[src/design/wgm_pkg.sv]
// Package for the wildcard glob matcher.
// Holds opcodes, wildcard byte constants and the structs shared by the cells,
// the output buffer, the top level and the checker. Depends on nothing.
`timescale 1ns / 1ps

package wgm_pkg;

  localparam int MAX_PATTERN_DEF = 32;

  localparam logic [7:0] STAR_BYTE  = 8'h2A;
  localparam logic [7:0] QMARK_BYTE = 8'h3F;

  typedef enum logic [1:0] {
    OP_CLEAR  = 2'd0,
    OP_APPEND = 2'd1,
    OP_TEXT   = 2'd2,
    OP_END    = 2'd3
  } opcode_e;

  // Control broadcast to every cell of the row.
  typedef struct packed {
    logic load;     // write the byte into the cell whose index equals the length
    logic consume;  // advance the prefix bits by one text byte
    logic restart;  // clear the prefix bits
  } cell_ctrl_t;

  // One result item.
  typedef struct packed {
    logic overflow;
    logic matched;
  } result_t;

endpackage

[src/design/wgm_cell.sv]
// One cell of the matcher row: one pattern byte and one prefix bit.
// Uses wgm_pkg; instantiated by wildcard_glob_matcher_unit.
`timescale 1ns / 1ps

module wgm_cell #(
  parameter int IDX   = 0,
  parameter int LEN_W = 6
) (
  input  logic                clk_i,
  input  logic                rst_ni,
  input  wgm_pkg::cell_ctrl_t ctrl_i,
  input  logic [7:0]          char_i,
  input  logic [LEN_W-1:0]    len_i,
  input  logic                closed_prev_i,
  output logic                closed_o,
  output logic                match_o
);
  import wgm_pkg::*;

  logic [7:0] pat_q;
  logic       act_q, act_d;
  logic       used, star, hit, nxt;

  // The cell takes part only while its index lies inside the pattern.
  assign used     = LEN_W'(IDX) < len_i;
  assign star     = used && (pat_q == STAR_BYTE);
  assign hit      = used && ((pat_q == QMARK_BYTE) || (pat_q == char_i));
  // Star closure ripples from the left neighbor.
  assign closed_o = act_q | (closed_prev_i & star);
  assign nxt      = (closed_prev_i & hit) | (star & closed_o);
  assign match_o  = closed_o && (len_i == LEN_W'(IDX + 1));

  always_comb begin
    act_d = act_q;
    if (ctrl_i.restart) begin
      act_d = 1'b0;
    end else if (ctrl_i.consume) begin
      act_d = nxt;
    end
  end

  always_ff @(posedge clk_i or negedge rst_ni) begin
    if (!rst_ni) begin
      act_q <= 1'b0;
    end else begin
      act_q <= act_d;
    end
  end

  always_ff @(posedge clk_i) begin
    if (ctrl_i.load && (len_i == LEN_W'(IDX))) begin
      pat_q <= char_i;
    end
  end

endmodule

[src/design/wgm_out_buf.sv]
// Two-entry output buffer (output register plus skid stage) for results.
// Uses wgm_pkg; instantiated by wildcard_glob_matcher_unit.
`timescale 1ns / 1ps

module wgm_out_buf (
  input  logic             clk_i,
  input  logic             rst_ni,
  input  logic             push_i,
  input  wgm_pkg::result_t data_i,
  output logic             ready_o,
  output logic             valid_o,
  input  logic             pop_ready_i,
  output wgm_pkg::result_t data_o
);
  import wgm_pkg::*;

  logic    out_valid_q, out_valid_d;
  logic    skid_valid_q, skid_valid_d;
  result_t out_q, out_d;
  result_t skid_q, skid_d;
  logic    pop;

  assign pop     = out_valid_q && pop_ready_i;
  assign ready_o = !skid_valid_q;
  assign valid_o = out_valid_q;
  assign data_o  = out_q;

  always_comb begin
    out_valid_d  = out_valid_q;
    skid_valid_d = skid_valid_q;
    out_d        = out_q;
    skid_d       = skid_q;
    if (skid_valid_q) begin
      if (pop) begin
        out_d        = skid_q;
        skid_valid_d = 1'b0;
      end
    end else if (push_i) begin
      if (!out_valid_q || pop) begin
        out_d       = data_i;
        out_valid_d = 1'b1;
      end else begin
        skid_d       = data_i;
        skid_valid_d = 1'b1;
      end
    end else if (pop) begin
      out_valid_d = 1'b0;
    end
  end

  always_ff @(posedge clk_i or negedge rst_ni) begin
    if (!rst_ni) begin
      out_valid_q  <= 1'b0;
      skid_valid_q <= 1'b0;
    end else begin
      out_valid_q  <= out_valid_d;
      skid_valid_q <= skid_valid_d;
    end
  end

  always_ff @(posedge clk_i) begin
    out_q  <= out_d;
    skid_q <= skid_d;
  end

endmodule

[src/design/wildcard_glob_matcher_unit.sv]
// Top level of the wildcard glob matcher: decoder, row of matcher cells and
// output buffer. Depends on wgm_pkg, wgm_cell and wgm_out_buf.
//
// Usage: every input transfer carries an opcode in s_axis_tuser_i and a byte
// in s_axis_tdata_i. Clear empties the pattern and the overflow flag, append
// adds one pattern byte ('*' matches any run, '?' any one byte), a text byte
// advances the match, and end of text produces one result transfer on the
// master side: bit 0 says whether the whole text matched the whole pattern,
// bit 1 says whether pattern bytes were dropped because the store was full.
// Any append or clear, and every end of text, restarts text matching.
// Throughput is one input transfer per cycle while s_axis_tready_o is high;
// the result of an end of text is offered on m_axis in the cycle after its
// transfer when the output register is free, otherwise it waits in the skid
// stage until the result ahead of it is taken. Each cell holds one pattern
// byte and one prefix bit; the star closure ripples combinationally along
// the row of MAX_PATTERN cells, and that chain sets the clock period.
// After reset the pattern is empty, the overflow flag is clear and no result
// is pending. Results wait in a two-entry buffer; when the receiver stalls
// and both entries are full, s_axis_tready_o drops, and it rises again in the
// cycle after the receiver takes a result.
`timescale 1ns / 1ps

module wildcard_glob_matcher_unit #(
  parameter int MAX_PATTERN = wgm_pkg::MAX_PATTERN_DEF
) (
  input  logic       clk_i,
  input  logic       rst_ni,
  input  logic       s_axis_tvalid_i,
  output logic       s_axis_tready_o,
  input  logic [7:0] s_axis_tdata_i,   // [7:0] char_byte
  input  logic [1:0] s_axis_tuser_i,   // [1:0] opcode
  output logic       m_axis_tvalid_o,
  input  logic       m_axis_tready_i,
  output logic [7:0] m_axis_tdata_o    // [0] matched, [1] pattern_overflow, [7:2] zero
);
  import wgm_pkg::*;

  localparam int LEN_W = $clog2(MAX_PATTERN + 1);

  logic [LEN_W-1:0]     len_q, len_d;
  logic                 ovf_q, ovf_d;
  logic                 a0_q, a0_d;       // empty-prefix bit
  logic                 accept;
  opcode_e              opcode;
  cell_ctrl_t           ctrl;
  logic                 emit;
  logic [MAX_PATTERN:0] closed;
  logic [MAX_PATTERN-1:0] match_vec;
  result_t              res, out_res;
  logic                 buf_ready;

  assign accept          = s_axis_tvalid_i && buf_ready;
  assign s_axis_tready_o = buf_ready;
  assign opcode          = opcode_e'(s_axis_tuser_i);

  // Decode one accepted transfer into the cell controls and the head state.
  always_comb begin
    ctrl  = '0;
    emit  = 1'b0;
    len_d = len_q;
    ovf_d = ovf_q;
    a0_d  = a0_q;
    if (accept) begin
      unique case (opcode)
        OP_CLEAR: begin
          len_d        = '0;
          ovf_d        = 1'b0;
          ctrl.restart = 1'b1;
          a0_d         = 1'b1;
        end
        OP_APPEND: begin
          if (len_q < LEN_W'(MAX_PATTERN)) begin
            ctrl.load = 1'b1;
            len_d     = len_q + LEN_W'(1);
          end else begin
            ovf_d = 1'b1;
          end
          ctrl.restart = 1'b1;
          a0_d         = 1'b1;
        end
        OP_TEXT: begin
          ctrl.consume = 1'b1;
          a0_d         = 1'b0;
        end
        OP_END: begin
          emit         = 1'b1;
          ctrl.restart = 1'b1;
          a0_d         = 1'b1;
        end
        default: begin
          emit = 1'b0;
        end
      endcase
    end
  end

  always_ff @(posedge clk_i or negedge rst_ni) begin
    if (!rst_ni) begin
      len_q <= '0;
      ovf_q <= 1'b0;
      a0_q  <= 1'b1;
    end else begin
      len_q <= len_d;
      ovf_q <= ovf_d;
      a0_q  <= a0_d;
    end
  end

  // The empty prefix is never advanced past; it heads the closure chain.
  assign closed[0] = a0_q;

  for (genvar i = 0; i < MAX_PATTERN; i++) begin : g_cell
    wgm_cell #(
      .IDX   (i),
      .LEN_W (LEN_W)
    ) u_cell (
      .clk_i         (clk_i),
      .rst_ni        (rst_ni),
      .ctrl_i        (ctrl),
      .char_i        (s_axis_tdata_i),
      .len_i         (len_q),
      .closed_prev_i (closed[i]),
      .closed_o      (closed[i+1]),
      .match_o       (match_vec[i])
    );
  end

  // The prefix of full pattern length decides the match.
  assign res.matched  = (a0_q && (len_q == '0)) || (|match_vec);
  assign res.overflow = ovf_q;

  wgm_out_buf u_out_buf (
    .clk_i       (clk_i),
    .rst_ni      (rst_ni),
    .push_i      (emit),
    .data_i      (res),
    .ready_o     (buf_ready),
    .valid_o     (m_axis_tvalid_o),
    .pop_ready_i (m_axis_tready_i),
    .data_o      (out_res)
  );

  assign m_axis_tdata_o = {6'b0, out_res.overflow, out_res.matched};

endmodule

[config.mk]
export PLATFORM = sky130hd
export DESIGN_NAME = wildcard_glob_matcher_unit
export DESIGN_NICKNAME = d
export VERILOG_FILES = /design/src/design/wgm_pkg.sv /design/src/design/wgm_cell.sv /design/src/design/wgm_out_buf.sv /design/src/design/wildcard_glob_matcher_unit.sv
export SDC_FILE = /design/constraint.sdc
export NUM_CORES = 1
export LEC_CHECK = 0
export BUFFER_PORTS_ARGS = -buffer_cell sky130_fd_sc_hd__buf_2
export CORE_AREA = 4 4 177 179
export CTS_CLUSTER_SIZE = 10
export DETAILED_ROUTE_END_ITERATION = 8
export DIE_AREA = 0 0 181 183
export HOLD_SLACK_MARGIN = 0.02
export PLACE_DENSITY_LB_ADDON = 0.2
export SYNTH_ARGS = -nofsm -noshare
export SYNTH_HDL_FRONTEND = slang
export SYNTH_SLANG_ARGS = --single-unit
export TNS_END_PERCENT = 5
[constraint.sdc]
create_clock -name clk_i -period 3.8 [get_ports clk_i]
set_clock_uncertainty 0.15 [all_clocks]
set_input_delay 0.95 -clock clk_i [delete_from_list [all_inputs] [get_ports clk_i]]
set_output_delay 0.95 -clock clk_i [all_outputs]
set_load 0.01 [all_outputs]
==> impl_metrics.tcl <==
set metrics [dict create \
    cts_hold_buf 0 \
    synth.distinct_cells 86 \
    path_class "flop to flop" \
    slew_headroom_pct 40.7 \
    first_global_vias 12700 \
    clock_path_buffers 3 \
    clockPowerShare_pct 40.1 \
    seq_area_frac_synth_pct 54.6 \
    finalSetupTns_ns 0 \
    finalHoldViolCount 0 \
    vias 13000 \
    use_met3_pct 4.62 \
    busiest_layer "met2" \
    layout_commonest_cell "edfxtp_1" \
    first_pass_iters 6 \
    cts.sinks 302 \
    die_x_um 181 \
    drv_slew 0 \
    synth_warnings 0 \
    cap_violations 0 \
    drc 0 \
    period_share_pct 98.5 \
    synth_area_per_cell_um2 11.1 \
    met1_usage_pct 40.4 \
    grt_usage_pct 28.0 \
    period_needed_ns 3.74 \
    regArea_um2 8860 \
    rsz0062_at_grt "yes" \
    port_buffers 17 \
    nFillCells 2280 \
    powerDensity_nw_per_um2 418 \
    use_met2_pct 44.9 \
    insertedDiodeCount 0 \
    wl_per_cell_um 22.9 \
    ir_drop_mv 0.459 \
    seqPwrFrac_pct 45.5 \
    grt_pass1_wl_um 73100 \
    cp.required_ns 4.01 \
    num_rows 63 \
    power.internal_w 0.00611 \
    drtIter0Drc 1357 \
    die_h_um 183 \
    start_kind "flop" \
    outcome "completed" \
    mostFrequentLayoutCells "edfxtp_1, buf_4, xor2_1" \
    ioPinCount 24 \
    areaGrowthSynthToFinish_pct 20.1 \
    end_kind "flop" \
    p_leak_nw 6.77 \
    comb_power_share_pct 14.4 \
    final_nets 1675 \
    wl_um 47400 \
    worstPathMaxFanout 11 \
    dpl.hpwl_um 33500 \
    grt-ovfl-total 0 \
    tightest_slew_ns 0.882 \
    ant_nets 0 \
    clock.fmax_ghz 0.267 \
    hp-class "flop to flop" \
    multiInputGateArea_um2 7240 \
    cts_tree "built" \
    power_switching_w 0.00203 \
    synth_ff_type "edfxtp_1" \
    viasPerCell 6.29 \
    cts_root_buffer "clkbuf_16" \
    htreeDepth 2 \
    cts_buffers 37 \
    dieArea_um2 33100 \
    clk_latency_ns 0.53 \
    syn_inst 1461 \
    clk_pin_slew_ns 0.06 \
    switching_share_pct 25.0 \
    synth-seq-cells 302 \
    setup_viol_count_final 0 \
    total_power_w 0.00815 \
    synth_edf_count 260 \
    crit_arrival_ns 3.96 \
    async_flop_share_pct 13.9 \
    drive_above_1_share_pct 20.6 \
    synthesis.area_um2 16200 \
    gp_congestion 1.05 \
    coreArea_um2 29600 \
    grt_max_degree 36 \
    antenna_found_initial 0 \
    start_util_pct 54.9 \
]
-- cell families (layout without fill, tap and decap cells) --
logic type	after synthesis	in the layout	synth area share, %
AND/OR/NAND/NOR	552	552	18.1
flip-flops	302	302	54.6
XOR/XNOR	256	256	13.8
AO/OA/AOI/OAI	249	249	10.5
buffers and inverters	95	310	2.54
adder cells (fa/ha/maj)	4	4	0.308
multiplexers	2	2	0.131
other	1	6	0.0231
-- cell usage after synthesis, types with 7 or more instances --
master | n | area (um2)
a211oi_1 | 8 | 60.1
a21oi_1 | 59 | 295
a31oi_1 | 7 | 43.8
and2_1 | 10 | 62.6
and3_1 | 29 | 181
buf_1 | 21 | 78.8
buf_2 | 8 | 40.0
clkbuf_1 | 37 | 139
dfrtp_1 | 41 | 1030
edfxtp_1 | 260 | 7810
inv_1 | 20 | 75.1
nand2_1 | 73 | 274
nand2b_1 | 11 | 68.8
nand3_1 | 57 | 285
nand4_1 | 59 | 369
nor2_1 | 118 | 443
nor2b_1 | 8 | 50.1
nor3_1 | 56 | 280
nor4_1 | 48 | 300
o2111ai_1 | 8 | 70.1
o211ai_1 | 10 | 75.1
o21ai_0 | 60 | 300
o22ai_1 | 10 | 62.6
o31ai_1 | 11 | 82.6
o41ai_1 | 9 | 78.8
or2_2 | 12 | 75.1
or3_1 | 29 | 181
or4_1 | 8 | 60.1
xnor2_1 | 125 | 1090
xor2_1 | 131 | 1150
-- repair_timing --
| action | 4_1_cts | 5_1_grt |
|---|---|---|
| setup endpoints to repair | 2 | 7 |
| resized for setup | 8 | 48 |
| setup buffers | 0 | 3 |
| pin swaps | 2 | 3 |
-- state kept, by name (all words and copies together), names as in the netlist --
name	count
ovf_q	1
u_out_buf.valid_o	1
u_out_buf.skid_valid_q	1
len_q	6
u_out_buf.skid_q	2
g_cell.u_cell.pat_q	256
u_out_buf.data_o	2
a0_q	1
g_cell.u_cell.act_q	32
-- worst max-delay path, cell delays in order (launching register included) --
cell and delay [ns]:
dfrtp_1 0.40, buf_6 0.17, buf_4 0.18, a211oi_1 0.08, buf_4 0.15, or4_1 0.56
nor4_2 0.31, a32oi_1 0.16, o21ai_0 0.26, o41a_4 0.26, a41oi_1 0.16, o221ai_2 0.32
nor4_4 0.05, buf_4 0.16, a32oi_1 0.19
-- power groups by stage --
stage	registers, W	clock network [W]	logic, W
final	0.00371	0.00326	0.00117
after global routing	0.00371	0.00348	0.00125
after CTS	0.00370	0.00332	0.00111
after detailed placement	0.00377	0	0.00110
after global placement	0.00377	0	0.00109
after floorplan	0.00375	0	0.000569
-- final cells by class --
| cell class | instances | area share (%) |
|---|---|---|
| Multi-Input combinational cell | 1069 | 37.1 |
| Tap cell | 390 | 2.50 |
| Timing Repair Buffer | 227 | 8.81 |
| Clock inverter | 4 | 0.250 |
| Inverter | 20 | 0.385 |
| Clock buffer | 59 | 5.49 |
| Sequential cell | 302 | 45.4 |
-- routing by layer --
layer	wire, um	part of all wire (%)	up-vias
li1	-	-	5891
met1	20600	43	6456
met2	21800	46	566
met3	3710	7.8	113
met4	1270	2.7	0
met5	0	0	-
-- stage by stage --
step	util, %	setup WS (ns)	area (um2)	hold slack, ns	std cells
after floorplan	-	0.173	16300	0.294	1466
after global placement	61.2	-0.0978	18100	0.323	2005
after detailed placement	61.2	-0.108	18100	0.324	2005
after CTS	65.1	0.00794	19300	0.335	2068
after global routing	66.0	-0.0246	19500	0.354	2071
final	66.0	0.0557	19500	0.328	2071
-- path summary, 6_finish.rpt --
kind | startpoint | to | slack [ns] | cells past startpoint
setup / recovery | len_q[3]$_DFFE_PN0P_ | u_out_buf.data_o[0]$_DFFE_PP_ | 0.06 | 14
min in group asynchronous | rst_ni | g_cell[23].u_cell.act_q$_DFFE_PN0P_ | 0.37 | 1
hold reg to reg | g_cell[3].u_cell.act_q$_DFFE_PN0P_ | g_cell[3].u_cell.act_q$_DFFE_PN0P_ | 0.33 | 2
max in group asynchronous | rst_ni | g_cell[9].u_cell.act_q$_DFFE_PN0P_ | 2.36 | 2
setup reg to reg | len_q[3]$_DFFE_PN0P_ | u_out_buf.data_o[0]$_DFFE_PP_ | 0.06 | 14
hold / removal | g_cell[3].u_cell.act_q$_DFFE_PN0P_ | g_cell[3].u_cell.act_q$_DFFE_PN0P_ | 0.33 | 2
No activity file was read; power rests on OpenSTA's default activity.
